`config.mk`:
```
export PLATFORM = sky130hd
export DESIGN_NAME = urlencoded_query_parser_top_flat
export DESIGN_NICKNAME = d
export VERILOG_FILES = /design/src/rtl/core/uqp_pkg.sv /design/src/rtl/core/uqp_if.sv /design/src/rtl/core/uqp_front.sv /design/src/rtl/core/uqp_queue.sv /design/src/rtl/core/uqp_back.sv /design/src/rtl/core/urlencoded_query_parser_top.sv /design/src/flat_wrapper.sv
export SDC_FILE = /design/constraint.sdc
export NUM_CORES = 1
export LEC_CHECK = 0
export BUFFER_PORTS_ARGS = -buffer_cell sky130_fd_sc_hd__buf_2
export CAP_MARGIN = 0
export CORE_MARGIN = 4
export CORE_UTILIZATION = 40
export DETAILED_ROUTE_END_ITERATION = 10
export GPL_TIMING_DRIVEN = 0
export SLEW_MARGIN = 10
export SYNTH_ARGS = -nofsm -noshare
export SYNTH_HDL_FRONTEND = slang
export SYNTH_HIERARCHICAL = 1
export SYNTH_SLANG_ARGS = --single-unit
```
`constraint.sdc`:
```
create_clock -name clk_i -period 6 [get_ports clk_i]
set_input_delay 0.6 -clock clk_i [delete_from_list [all_inputs] [get_ports clk_i]]
set_output_delay 0.6 -clock clk_i [all_outputs]
set_load 0.02 [all_outputs]
```
`src/rtl/core/uqp_pkg.sv`:
```
// Shared types, character codes and helper functions of the query string decoder.
package uqp_pkg;

  // Most result items that one input item can cause.
  localparam int MAX_RESULTS = 4;
  localparam int RES_IDX_W   = $clog2(MAX_RESULTS);
  localparam int RES_CNT_W   = $clog2(MAX_RESULTS + 1);

  // Default depth of the queue between the front and back parts.
  localparam int QUEUE_DEPTH = 4;

  // Characters with a special meaning in the query string.
  localparam logic [7:0] CHAR_PLUS  = 8'h2B;
  localparam logic [7:0] CHAR_PCT   = 8'h25;
  localparam logic [7:0] CHAR_AMP   = 8'h26;
  localparam logic [7:0] CHAR_EQ    = 8'h3D;
  localparam logic [7:0] CHAR_SPACE = 8'h20;
  localparam logic [7:0] CHAR_0     = 8'h30;
  localparam logic [7:0] CHAR_9     = 8'h39;
  localparam logic [7:0] CHAR_UC_A  = 8'h41;
  localparam logic [7:0] CHAR_UC_F  = 8'h46;
  localparam logic [7:0] CHAR_LC_A  = 8'h61;
  localparam logic [7:0] CHAR_LC_F  = 8'h66;

  // Letters decode to their low nibble plus this offset.
  localparam logic [3:0] HEX_LETTER_OFS = 4'd9;

  // Tag of a result item.
  typedef enum logic [1:0] {
    KIND_KEY      = 2'd0,
    KIND_VALUE    = 2'd1,
    KIND_PAIR_END = 2'd2
  } kind_e;

  typedef struct packed {
    logic [7:0] data;
    kind_e      kind;
  } result_t;

  // All results of one input item, in order, with their count.
  typedef struct packed {
    result_t [MAX_RESULTS-1:0] res;
    logic [RES_CNT_W-1:0]      count;
  } bundle_t;

  typedef struct packed {
    logic       ok;
    logic [3:0] val;
  } hex_t;

  // Decode one hex digit of either case.
  function automatic hex_t hex_decode(logic [7:0] c);
    hex_t h;
    h.ok  = 1'b0;
    h.val = 4'd0;
    if (c >= CHAR_0 && c <= CHAR_9) begin
      h.ok  = 1'b1;
      h.val = c[3:0];
    end else if ((c >= CHAR_UC_A && c <= CHAR_UC_F) || (c >= CHAR_LC_A && c <= CHAR_LC_F)) begin
      h.ok  = 1'b1;
      h.val = c[3:0] + HEX_LETTER_OFS;
    end
    return h;
  endfunction

  // Append one result to a bundle; a full bundle stays as it is.
  function automatic bundle_t push_result(bundle_t b, logic [7:0] d, kind_e k);
    bundle_t r;
    r = b;
    if (b.count < RES_CNT_W'(MAX_RESULTS)) begin
      r.res[b.count[RES_IDX_W-1:0]].data = d;
      r.res[b.count[RES_IDX_W-1:0]].kind = k;
      r.count = b.count + RES_CNT_W'(1);
    end
    return r;
  endfunction

endpackage

```
`src/rtl/core/uqp_if.sv`:
```
// Channel interfaces of the query string decoder: raw bytes in, decoded items out.
interface uqp_in_if;
  logic       valid;
  logic       ready;
  logic [7:0] byte_in;
  logic       byte_present;
  logic       end_of_string;

  modport source (output valid, byte_in, byte_present, end_of_string, input ready);
  modport sink (input valid, byte_in, byte_present, end_of_string, output ready);
  modport monitor (input valid, ready, byte_in, byte_present, end_of_string);
endinterface

interface uqp_out_if;
  logic       valid;
  logic       ready;
  logic [7:0] decoded_byte;
  logic [1:0] item_kind;
  logic       run_last;

  modport source (output valid, decoded_byte, item_kind, run_last, input ready);
  modport sink (input valid, decoded_byte, item_kind, run_last, output ready);
  modport monitor (input valid, ready, decoded_byte, item_kind, run_last);
endinterface

```
`src/rtl/core/uqp_front.sv`:
```
// Front part: accepts raw bytes, tracks parse state and builds the results of each item.
module uqp_front (
  input  logic               clk_i,
  input  logic               rst_ni,
  uqp_in_if.sink             in_i,
  output logic               push_valid_o,
  input  logic               push_ready_i,
  output uqp_pkg::bundle_t   push_data_o
);

  typedef enum logic [1:0] {
    ESC_NONE = 2'd0,
    ESC_PCT  = 2'd1,
    ESC_HEX1 = 2'd2
  } stage_e;

  logic       phase_q, phase_d;
  logic       started_q, started_d;
  stage_e     stage_q, stage_d;
  logic [7:0] held_q, held_d;

  uqp_pkg::bundle_t bnd;
  uqp_pkg::hex_t    hex_in;
  uqp_pkg::hex_t    hex_held;
  logic             accept;

  // Give out a pending escape as literal bytes of the current phase.
  function automatic uqp_pkg::bundle_t release_esc(uqp_pkg::bundle_t b, stage_e s,
                                                   logic [7:0] held, uqp_pkg::kind_e k);
    uqp_pkg::bundle_t r;
    r = b;
    unique case (s)
      ESC_PCT: begin
        r = uqp_pkg::push_result(r, uqp_pkg::CHAR_PCT, k);
      end
      ESC_HEX1: begin
        r = uqp_pkg::push_result(r, uqp_pkg::CHAR_PCT, k);
        r = uqp_pkg::push_result(r, held, k);
      end
      default: begin
        r = b;
      end
    endcase
    return r;
  endfunction

  assign hex_in   = uqp_pkg::hex_decode(in_i.byte_in);
  assign hex_held = uqp_pkg::hex_decode(held_q);

  // Work out the results of the offered item and the state that it leaves.
  always_comb begin
    bnd       = '0;
    phase_d   = phase_q;
    started_d = started_q;
    held_d    = held_q;
    stage_d   = (stage_q == ESC_PCT || stage_q == ESC_HEX1) ? stage_q : ESC_NONE;

    if (in_i.byte_present) begin
      if (stage_d == ESC_PCT && hex_in.ok) begin
        held_d  = in_i.byte_in;
        stage_d = ESC_HEX1;
      end else if (stage_d == ESC_HEX1 && hex_in.ok) begin
        bnd = uqp_pkg::push_result(bnd, {hex_held.val, hex_in.val},
                                   phase_d ? uqp_pkg::KIND_VALUE : uqp_pkg::KIND_KEY);
        stage_d = ESC_NONE;
      end else begin
        // A broken escape goes out literally before the byte itself.
        bnd = release_esc(bnd, stage_d, held_d,
                          phase_d ? uqp_pkg::KIND_VALUE : uqp_pkg::KIND_KEY);
        stage_d = ESC_NONE;
        if (in_i.byte_in == uqp_pkg::CHAR_AMP) begin
          if (started_d) begin
            bnd = uqp_pkg::push_result(bnd, 8'h00, uqp_pkg::KIND_PAIR_END);
          end
          started_d = 1'b0;
          phase_d   = 1'b0;
        end else begin
          started_d = 1'b1;
          if (in_i.byte_in == uqp_pkg::CHAR_EQ && !phase_d) begin
            phase_d = 1'b1;
          end else if (in_i.byte_in == uqp_pkg::CHAR_PLUS) begin
            bnd = uqp_pkg::push_result(bnd, uqp_pkg::CHAR_SPACE,
                                       phase_d ? uqp_pkg::KIND_VALUE : uqp_pkg::KIND_KEY);
          end else if (in_i.byte_in == uqp_pkg::CHAR_PCT) begin
            stage_d = ESC_PCT;
          end else begin
            bnd = uqp_pkg::push_result(bnd, in_i.byte_in,
                                       phase_d ? uqp_pkg::KIND_VALUE : uqp_pkg::KIND_KEY);
          end
        end
      end
    end

    // End of string flushes the escape, closes the part and clears all state.
    if (in_i.end_of_string) begin
      bnd = release_esc(bnd, stage_d, held_d,
                        phase_d ? uqp_pkg::KIND_VALUE : uqp_pkg::KIND_KEY);
      if (started_d) begin
        bnd = uqp_pkg::push_result(bnd, 8'h00, uqp_pkg::KIND_PAIR_END);
      end
      phase_d   = 1'b0;
      started_d = 1'b0;
      stage_d   = ESC_NONE;
      held_d    = 8'h00;
    end
  end

  // Items that cause no result are taken without a queue entry.
  assign accept       = in_i.valid && push_ready_i;
  assign in_i.ready   = push_ready_i;
  assign push_valid_o = in_i.valid && (bnd.count != '0);
  assign push_data_o  = bnd;

  // Parse state.
  always_ff @(posedge clk_i or negedge rst_ni) begin
    if (!rst_ni) begin
      phase_q   <= 1'b0;
      started_q <= 1'b0;
      stage_q   <= ESC_NONE;
      held_q    <= 8'h00;
    end else if (accept) begin
      phase_q   <= phase_d;
      started_q <= started_d;
      stage_q   <= stage_d;
      held_q    <= held_d;
    end
  end

endmodule

```
`src/rtl/core/uqp_queue.sv`:
```
// Short queue of result bundles between the front and back parts.
module uqp_queue #(
  parameter int QueueDepth = uqp_pkg::QUEUE_DEPTH
) (
  input  logic             clk_i,
  input  logic             rst_ni,
  input  logic             push_valid_i,
  output logic             push_ready_o,
  input  uqp_pkg::bundle_t push_data_i,
  output logic             pop_valid_o,
  input  logic             pop_ready_i,
  output uqp_pkg::bundle_t pop_data_o
);

  localparam int PtrW = (QueueDepth > 1) ? $clog2(QueueDepth) : 1;
  localparam int CntW = $clog2(QueueDepth + 1);

  uqp_pkg::bundle_t mem_q [QueueDepth];
  logic [PtrW-1:0]  wr_ptr_q, rd_ptr_q;
  logic [CntW-1:0]  count_q;
  logic             do_push, do_pop;

  assign push_ready_o = (count_q != CntW'(QueueDepth));
  assign pop_valid_o  = (count_q != '0);
  assign pop_data_o   = mem_q[rd_ptr_q];
  assign do_push      = push_valid_i && push_ready_o;
  assign do_pop       = pop_valid_o && pop_ready_i;

  // Storage.
  always_ff @(posedge clk_i) begin
    if (do_push) begin
      mem_q[wr_ptr_q] <= push_data_i;
    end
  end

  // Pointers and fill count.
  always_ff @(posedge clk_i or negedge rst_ni) begin
    if (!rst_ni) begin
      wr_ptr_q <= '0;
      rd_ptr_q <= '0;
      count_q  <= '0;
    end else begin
      if (do_push) begin
        wr_ptr_q <= (wr_ptr_q == PtrW'(QueueDepth - 1)) ? '0 : wr_ptr_q + PtrW'(1);
      end
      if (do_pop) begin
        rd_ptr_q <= (rd_ptr_q == PtrW'(QueueDepth - 1)) ? '0 : rd_ptr_q + PtrW'(1);
      end
      if (do_push && !do_pop) begin
        count_q <= count_q + CntW'(1);
      end else if (do_pop && !do_push) begin
        count_q <= count_q - CntW'(1);
      end
    end
  end

endmodule

```
`src/rtl/core/uqp_back.sv`:
```
// Back part: takes one bundle at a time and hands its results out one item per cycle while out_o is ready.
module uqp_back (
  input  logic             clk_i,
  input  logic             rst_ni,
  input  logic             pop_valid_i,
  output logic             pop_ready_o,
  input  uqp_pkg::bundle_t pop_data_i,
  uqp_out_if.source        out_o
);

  uqp_pkg::bundle_t                  bundle_q;
  logic [uqp_pkg::RES_IDX_W-1:0]     idx_q;
  logic                              valid_q;
  logic                              is_last;
  logic                              finish;
  logic                              load;

  assign is_last     = (uqp_pkg::RES_CNT_W'(idx_q) + uqp_pkg::RES_CNT_W'(1)) == bundle_q.count;
  assign finish      = valid_q && out_o.ready && is_last;
  assign pop_ready_o = !valid_q || finish;
  assign load        = pop_valid_i && pop_ready_o;

  assign out_o.valid        = valid_q;
  assign out_o.decoded_byte = bundle_q.res[idx_q].data;
  assign out_o.item_kind    = bundle_q.res[idx_q].kind;
  assign out_o.run_last     = is_last;

  // Bundle register and position within it.
  always_ff @(posedge clk_i or negedge rst_ni) begin
    if (!rst_ni) begin
      valid_q  <= 1'b0;
      idx_q    <= '0;
      bundle_q <= '0;
    end else if (load) begin
      valid_q  <= 1'b1;
      idx_q    <= '0;
      bundle_q <= pop_data_i;
    end else if (finish) begin
      valid_q <= 1'b0;
    end else if (valid_q && out_o.ready) begin
      idx_q <= idx_q + uqp_pkg::RES_IDX_W'(1);
    end
  end

endmodule

```
`src/rtl/core/urlencoded_query_parser_top.sv`:
```
// Top level of the streaming query string decoder.
//
//   Channel | Dir | Item
//   in_i    | in  | byte_in[7:0], byte_present, end_of_string
//   out_o   | out | decoded_byte[7:0], item_kind[1:0], run_last
//
// Input items are taken one per cycle while the result queue has room.
// The back part hands out one result item per cycle while out_o is ready, so
// an item's results leave in order; the single output port sets the sustained rate.
// Results go through the queue and then the back part's bundle register to the output.
// Reset is asynchronous and active low; it clears parse state, queue and output.
// Either side may stall at any time; the queue lets the input run ahead.
module urlencoded_query_parser_top #(
  parameter int QueueDepth = uqp_pkg::QUEUE_DEPTH
) (
  input  logic     clk_i,
  input  logic     rst_ni,
  uqp_in_if.sink   in_i,
  uqp_out_if.source out_o
);

  logic             push_valid, push_ready;
  logic             pop_valid, pop_ready;
  uqp_pkg::bundle_t push_data, pop_data;

  // Parse and classify.
  uqp_front u_front (
    .clk_i        (clk_i),
    .rst_ni       (rst_ni),
    .in_i         (in_i),
    .push_valid_o (push_valid),
    .push_ready_i (push_ready),
    .push_data_o  (push_data)
  );

  // Decouple the two parts.
  uqp_queue #(
    .QueueDepth (QueueDepth)
  ) u_queue (
    .clk_i        (clk_i),
    .rst_ni       (rst_ni),
    .push_valid_i (push_valid),
    .push_ready_o (push_ready),
    .push_data_i  (push_data),
    .pop_valid_o  (pop_valid),
    .pop_ready_i  (pop_ready),
    .pop_data_o   (pop_data)
  );

  // Serialize results.
  uqp_back u_back (
    .clk_i       (clk_i),
    .rst_ni      (rst_ni),
    .pop_valid_i (pop_valid),
    .pop_ready_o (pop_ready),
    .pop_data_i  (pop_data),
    .out_o       (out_o)
  );

endmodule

```
`src/flat_wrapper.sv`:
```
// flat-port wrapper written by rule: the top's interface ports become plain ports
module urlencoded_query_parser_top_flat 
#(
  parameter int QueueDepth = uqp_pkg::QUEUE_DEPTH
)
  (clk_i, rst_ni, in_i_valid, in_i_byte_in, in_i_byte_present, in_i_end_of_string, in_i_ready, out_o_valid, out_o_decoded_byte, out_o_item_kind, out_o_run_last, out_o_ready);
  uqp_in_if in_i_i ();
  uqp_out_if out_o_i ();
  input  logic clk_i;
  input  logic rst_ni;
  input wire logic [$bits(in_i_i.valid)-1:0] in_i_valid;
  input wire logic [$bits(in_i_i.byte_in)-1:0] in_i_byte_in;
  input wire logic [$bits(in_i_i.byte_present)-1:0] in_i_byte_present;
  input wire logic [$bits(in_i_i.end_of_string)-1:0] in_i_end_of_string;
  output wire logic [$bits(in_i_i.ready)-1:0] in_i_ready;
  output wire logic [$bits(out_o_i.valid)-1:0] out_o_valid;
  output wire logic [$bits(out_o_i.decoded_byte)-1:0] out_o_decoded_byte;
  output wire logic [$bits(out_o_i.item_kind)-1:0] out_o_item_kind;
  output wire logic [$bits(out_o_i.run_last)-1:0] out_o_run_last;
  input wire logic [$bits(out_o_i.ready)-1:0] out_o_ready;
  assign in_i_i.valid = in_i_valid;
  assign in_i_i.byte_in = in_i_byte_in;
  assign in_i_i.byte_present = in_i_byte_present;
  assign in_i_i.end_of_string = in_i_end_of_string;
  assign in_i_ready = in_i_i.ready;
  assign out_o_valid = out_o_i.valid;
  assign out_o_decoded_byte = out_o_i.decoded_byte;
  assign out_o_item_kind = out_o_i.item_kind;
  assign out_o_run_last = out_o_i.run_last;
  assign out_o_i.ready = out_o_ready;
  urlencoded_query_parser_top #(.QueueDepth(QueueDepth)) u_core (.clk_i(clk_i), .rst_ni(rst_ni), .in_i(in_i_i), .out_o(out_o_i));
endmodule
```
**Yosys cells after proc, flatten, opt, wreduce, memory -nomap -nowiden**

Memories as Yosys holds them, arrays and structs flattened. A register that Yosys moved wholly into a read port is not among the register bits.
Cells that the tools add are included.

- $add $sub $neg: 13
- $lt $le $gt $ge: 28
- Equality and inequality tests: 15
- Mux-type cells: 105
- Reduce and logical (&&, ||, !) cells: 37

Operators by type and width:

| cell | number |
|---|---|
| 43-bit 2-to-1 mux | 23 |
| 40-bit bitwise mux | 14 |
| 10-bit demux with 2-bit select | 10 |
| 43-bit one-hot mux with 2 select lines | 2 |
| 10-bit 2-to-1 mux | 6 |
| 13-bit 2-to-1 mux | 4 |
| 8-bit by 6-bit == test with 1-bit output (second input constant) | 4 |
| 8-bit by 7-bit greater-or-equal comparator with 1-bit output (second input constant) | 4 |
| 8-bit by 7-bit <= comparator with 1-bit output (second input constant) | 4 |
| 2-bit 2-to-1 mux | 14 |
| 8-bit 2-to-1 mux | 3 |
| 1-bit logical AND | 22 |
| 1-bit 2-to-1 mux | 22 |
| 10-bit binary-select mux with 2-bit select | 1 |
| 3-bit by 1-bit adder with 3-bit output (second input constant) | 6 |
| 2-bit by 3-bit less-than comparator with 1-bit output (second input constant) | 6 |
| 8-bit by 6-bit greater-or-equal comparator with 1-bit output (second input constant) | 2 |
| 8-bit by 6-bit <= comparator with 1-bit output (second input constant) | 2 |
| 3-bit less-than comparator (second input constant) | 5 |
| 2-bit == test (second input constant) | 5 |
| 2-bit by 1-bit greater-or-equal comparator with 1-bit output (second input constant) | 5 |
| 5-bit 2-to-1 mux | 2 |
| 4-bit adder (second input constant) | 2 |
| 4-bit 2-to-1 mux | 2 |
| other kinds (13) | 28 |

- Register bits: 22
- Bits in writable memories: 172
- Output and inout bits: 13
- Word-level logic and storage cells: 208
- Memories kept: 1

Memories:

| memory | words | bits a word | read ports | clocked after memory_dff | write ports | line | RTL |
|---|---|---|---|---|---|---|---|
| u_core.u_queue.mem_q | 4 | 43 | 1 | 1 | 1 | uqp_queue.sv:18 | `uqp_pkg::bundle_t mem_q [QueueDepth];` |

**Longest topological paths before layout**

- Depth after elaboration: 68
- Mapped depth: 30
- Gate-level depth less buffers: 28

**Modules after synthesis**

The synthesis kept the hierarchy.

Modules (own cells, without submodules):

| module | times used | cells an instance | area an instance (µm²) | sequential area each (µm²) |
|---|---|---|---|---|
| uqp_queue | 1 | 261 | 6633.9 | 5340.1 |
| uqp_front | 1 | 526 | 3572.2 | 300.3 |
| uqp_back | 1 | 134 | 2301.0 | 1151.1 |

**Least setup slack after synthesis**

No wires, ideal clock.

- Path type: input to register
- Start point: input port in_i_byte_in[1]
- End point: register u_core.u_queue.count_q[2]
- Library setup time: 0.079 ns
- Arrival: 5.889 ns
- Required time: 5.921 ns
- Slack: 0.032 ns
- Cell stages on the path: 29
- Buffers on the path: 3
- Cells stage by stage: inv_1 -> ha_1 -> buf_6 -> or3b_1 -> and3_1 -> buf_6 -> a211o_1 -> nor3b_2 -> inv_1 -> ha_1 -> nand2_1 -> o21ai_0 -> ha_1 -> nand2_1 -> a21oi_1 -> nor2b_1 -> mux2_2 -> o21a_1 -> buf_2 -> o21ai_1 -> o21ai_1 -> a41oi_1 -> and2_4 -> ha_1 -> inv_1 -> fa_1 -> xor2_1 -> nor2_1 -> xor2_1

- Word-level cells in the longest chain between the ends: 27
- Elaborated cells on any way between the ends: 62
- Classes of those cells: add/sub: 3; order compare: 9; eq/ne: 6; mux: 30; reduce/logical: 14

Ends and longest elaborated chain:

| what | line | RTL |
|---|---|---|
| from (decl) | flat_wrapper.sv:12 | `input wire logic [$bits(in_i_i.byte_in)-1:0] in_i_byte_in;` |
| 8-bit by 7-bit greater-or-equal comparator with 1-bit output or 8-bit by 7-bit <= comparator with 1-bit output (tied branches) | uqp_pkg.sv:59 | `end else if ((c >= CHAR_UC_A && c <= CHAR_UC_F) \|\| (c >= CHAR_LC_A && c <= CHAR_LC_F)) begin` |
| 1-bit logical AND | uqp_pkg.sv:59 |  |
| 1-bit logical OR | uqp_pkg.sv:59 |  |
| 5-bit 2-to-1 mux | uqp_pkg.sv:59 |  |
| 5-bit 2-to-1 mux | uqp_pkg.sv:56 | `if (c >= CHAR_0 && c <= CHAR_9) begin` |
| 1-bit logical AND | uqp_front.sv:62 | `end else if (stage_d == ESC_HEX1 && hex_in.ok) begin` |
| 43-bit 2-to-1 mux | uqp_front.sv:62 |  |
| 43-bit 2-to-1 mux | uqp_front.sv:59 | `if (stage_d == ESC_PCT && hex_in.ok) begin` |
| (+13 left out) | - |  |
| 3-bit nonzero test (*) | uqp_front.sv:111 | `assign push_valid_o = in_i.valid && (bnd.count != '0);` |
| 1-bit logical AND (*) | uqp_front.sv:111 |  |
| via u_core.push_valid | urlencoded_query_parser_top.sv:22 | `logic push_valid, push_ready;` |
| 1-bit logical AND (*) | uqp_queue.sv:26 | `assign do_push = push_valid_i && push_ready_o;` |
| via u_core.u_queue.do_push | uqp_queue.sv:21 | `logic do_push, do_pop;` |
| 1-bit logical NOT | uqp_queue.sv:51 | `end else if (do_pop && !do_push) begin` |
| 1-bit logical AND | uqp_queue.sv:51 |  |
| 2-bit nonzero test (no line) | - |  |
| to (signal assigned) | uqp_queue.sv:50 | `count_q <= count_q + CntW'(1);` |
| to (signal assigned) | uqp_queue.sv:52 | `count_q <= count_q - CntW'(1);` |
| to (decl) | uqp_queue.sv:20 | `logic [CntW-1:0] count_q;` |

The timed path passes the listed nets; every way through them passes the cells marked *. The select of a mux whose other input is x is not followed.
A chain may end at the register's enable or synchronous reset.

**Final worst setup path**

- Start point: input port in_i_byte_in[1]
- End point: register u_core.u_queue.count_q[1]

Same word-level chain as after synthesis.

==> Implementation_results.wiki <==
{| class="wikitable"
! Metric !! Value
|-
| Starting Density || 0.407
|-
| Number of synthesized register bits || 237
|-
| Gr ovfl total || 0
|-
| Compound-Gate Fraction of Synth Area || 0.117
|-
| Total Routing Usage GR || 0.197
|-
| Leakage || about 5.2 nW
|-
| Required time of the critical path || 6.42 ns
|-
| Routed via count || 8,280
|-
| Transition time of the tightest slew-check pin || ~0.87 ns
|-
| Share of Yosys cell area claimed by the top area cell type || 0.413
|-
| Skew final || 0.0145 ns
|-
| I/O pins || 27
|-
| DRC violation count after routing || 0
|-
| Xor and xnor fraction of the mapped netlist area || 0.0118
|-
| Number of pins with negative max-slew slack in the final report || 0
|-
| Leading post-synthesis cells by cell area || edfxtp_1 41%, dfrtp_1 13%, mux4_2 9.0%, mux2_4 5.0%, ha_1 3.3%
|-
| Layout Utilization || 0.461
|-
| Overall routed net length || 33,800 um
|-
| Main combinational cell family by area after synthesis || multiplexers
|-
| Clock insertion delay at the later pin of the skew report || around 0.54 ns
|-
| Height of the die || 185 um
|-
| Number of diodes added for antenna fixing || 0
|-
| Total power || 5.74 mW
|-
| Clock Path Buffers || 3
|-
| H-tree level count || 1
|-
| Inserted Clock Buffers || 27
|-
| Area of the placeable core || 30,700 um^2
|-
| Relative slew slack || 0.415
|-
| Register-to-Register Setup Slack || 0.30 ns
|-
| Setup WS post-layout || between 0.2 and 0.25 ns
|-
| Sink Count || ~240
|-
| Final ANT Viol Nets || 0
|-
| Run status || finished clean
|-
| Met3 track demand over resource || 0.0269
|-
| Worst reg-to-reg path cell count || 26
|-
| Worst hold slack || 0.335 ns
|-
| Max Freq || 173 MHz
|-
| Synth-to-layout area growth || 13.3%
|-
| Initial antenna violation count || 0
|-
| Classification of the worst setup path || in -> reg
|-
| Critical Path Source Type || input pin
|-
| Minimum clock period after layout || 5.78 ns
|-
| Most used flip-flop cell after synthesis || edfxtp_1
|-
| Std cell rows || 64
|-
| Multiplexer share of the synthesized area || 0.160
|-
| Type of destination of the critical path || flop
|-
| Crit Path Max Fanout || 10
|-
| Hold violation count in the final report || 0
|-
| Netlist area before placement || around 13,000 um^2
|-
| Area of the die || 34,200 um^2
|-
| Number of synthesized flops with an enable pin || 172
|-
| Fraction of the mapped netlist area in adder cells || 0.0346
|-
| DP Wirelength || 24,200 um
|-
| Dpl cells || 1,341
|-
| Clock slew at the register clock pins of the worst setup and hold paths || around 0.060 ns
|-
| First-pass GRT wire length || 51,500 um
|-
| TritonCTS clock tree || yes
|-
| Last weighted congestion value of the routability-driven placer || roughly 0.96
|-
| Worst path most repeated cell || ha_1
|-
| Maximum number of pins on one net before global-route repair || 44
|-
| Unrepaired setup endpoints after global routing || yes
|-
| Number of maximum-capacitance violations || 0
|-
| Proportion of layout cells with a drive suffix above 1 || 0.254
|-
| Hold Path Depth || 2
|-
| Path category of the worst min-delay check || in -> reg
|-
| Average cell area after synthesis || 13.6 um^2
|-
| Root Driver || clkbuf_16
|-
| Arrival time reported for the critical path endpoint || 6.20 ns
|-
| Simple-gate area share of the yosys netlist || 0.0992
|-
| Syn_nets || around 970
|-
| Number of synthesis warnings || 6
|-
| Violation count after the first detailed-route iteration || 888
|-
| Proportion of synthesized flip-flops having asynchronous set or reset || 0.274
|-
| Vias per inst || 5.93
|-
| Overall die width || roughly 180 um
|-
| Via count of the first global-routing pass || a little over 8,000
|-
| Max incr delay on CP || 0.40 ns
|-
| Router iterations before antenna repair || 5
|-
| Netlist cell types || 90
|-
| Cell area after placement || 13,100 um^2
|-
| Global Route met1 Usage || 0.291
|-
| Power Dens Cells || 405 nW/um^2
|-
| Pre-CTS setup slack || -1.62 ns
|-
| Final setup viols || 0
|-
| Final routed wire length divided by cell count || 24.2 um
|-
| Area of all placed cells without fillers || 14,200 um^2
|-
| Most area-hungry cell type in the Yosys netlist || edfxtp_1
|-
| Period utilization || 0.963
|-
| Critical Path Slowest Stage Cell || a211o_4
|-
| Busiest grt layer || met2
|-
| GR Layer Usage met2 || 0.306
|-
| Net count, final || 1,027
|-
| Port bufs || 23
|-
| Final cell count without fillers || 1,396
|-
| Cell count after synthesis || 921
|-
| Leading post-synthesis cells by instance count || 172 x edfxtp_1, 65 x dfrtp_1, 60 x nand2_1
|-
| IR drop worst, VDD || between 0.2 and 0.25 mV
|-
| Number of fillers in the final layout || 2,780
|-
| Setup TNS || 0 ns
|-
| Sequential element share of the synthesized area || 0.543
|-
| Most repeated cell in the gate-level netlist after synthesis || edfxtp_1
|}
-- where the power goes --
group | switching, mW | internal (mW)
Combinational | 0.964 | 0.986
Sequential | 0.166 | 2.12
Clock | 0.637 | 0.870
-- cell type report --
class | instances | area [um^2] | share of cell area
flip-flops and latches | 237 | 6790 | 0.479
repair buffers | 32 | 210 | 0.0148
clock buffers | 41 | 748 | 0.0528
inverters | 36 | 139 | 0.00980
clock inverters | 9 | 73.8 | 0.00521
multi-input cells | 596 | 5410 | 0.382
plain buffers | 49 | 302 | 0.0213
well taps | 396 | 495 | 0.0350
-- layout by cell type, fill, tap and decap left out, drive strengths merged, types with 6 or more instances in the layout --
cell and count:
dfrtp 65, ha 33, and3 15, o22ai 12
mux2i 7, o211ai 10, clkbuf 60, nor2 42
mux4 53, a22oi 11, nand3 29, buf 61
o31ai 6, nor2b 8, xor2 7, a32oi 8
mux2 50, a211oi 12, nand2 62, a21oi 38
a31oi 9, a21o 10, o21ai 52, xnor2 9
and2 10, nand4 12, edfxtp 172, nor3b 6
inv 38, nor3 14
-- repair_timing --
action,CTS,global route
hold buffers,1,0
gates resized for setup,16,23
buffers inserted,4,3
pin swaps,4,4
endpoints found under the setup margin,205,174
hold endpoints to repair,13,0
-- cell families (layout without fill, tap and decap cells) --
family,count (synthesis),after routing
AO/OA/AOI/OAI,210,210
buffers and inverters,88,167
flip-flops,237,237
adder cells (fa/ha/maj),34,34
XOR/XNOR,16,16
AND/OR/NAND/NOR,226,226
multiplexers,110,110
-- state kept, by name, indices dropped and copies added (netlist names) --
name and cells:
u_core/u_queue/rd_ptr_q 2, u_core/u_front/held_q 8, u_core/u_front/phase_q 1, u_core/u_back/out_o.valid 1, u_core/u_queue/count_q 3, u_core/u_front/stage_q 2, u_core/u_front/started_q 1, u_core/u_queue/mem_q 172
u_core/u_back/bundle_q 43, u_core/u_back/idx_q 2, u_core/u_queue/wr_ptr_q 2
-- critical path: cells and delay by family --
| family | cells | cell delay (ns) |
|---|---|---|
| AO/OA/AOI/OAI | 7 | 1.49 |
| adder cells (fa/ha/maj) | 5 | 1.33 |
| AND/OR/NAND/NOR | 7 | 1.24 |
| buffers and inverters | 7 | 0.93 |
| multiplexers | 2 | 0.58 |
-- per-layer routing --
| metal | routed length [um] | vias up |
|---|---|---|
| met5 | 0 | - |
| met4 | 1170 | 0 |
| met3 | 2020 | 70 |
| met2 | 15400 | 330 |
| met1 | 15100 | 4162 |
| li1 | - | 3718 |
-- worst paths after layout --
kind	from	end
max in group asynchronous	rst_ni	u_core/u_queue/wr_ptr_q[1]
min in group asynchronous	rst_ni	u_core/u_back/bundle_q[31]
worst max register to register	u_core/u_front/stage_q[0]	u_core/u_queue/count_q[1]
worst min-delay path	out_o_ready	u_core/u_back/out_o.valid
worst max-delay path	in_i_byte_in[1]	u_core/u_queue/count_q[1]
worst min register to register	u_core/u_queue/count_q[2]	u_core/u_queue/count_q[2]
Note: power is estimated with default switching activity, not from simulation.
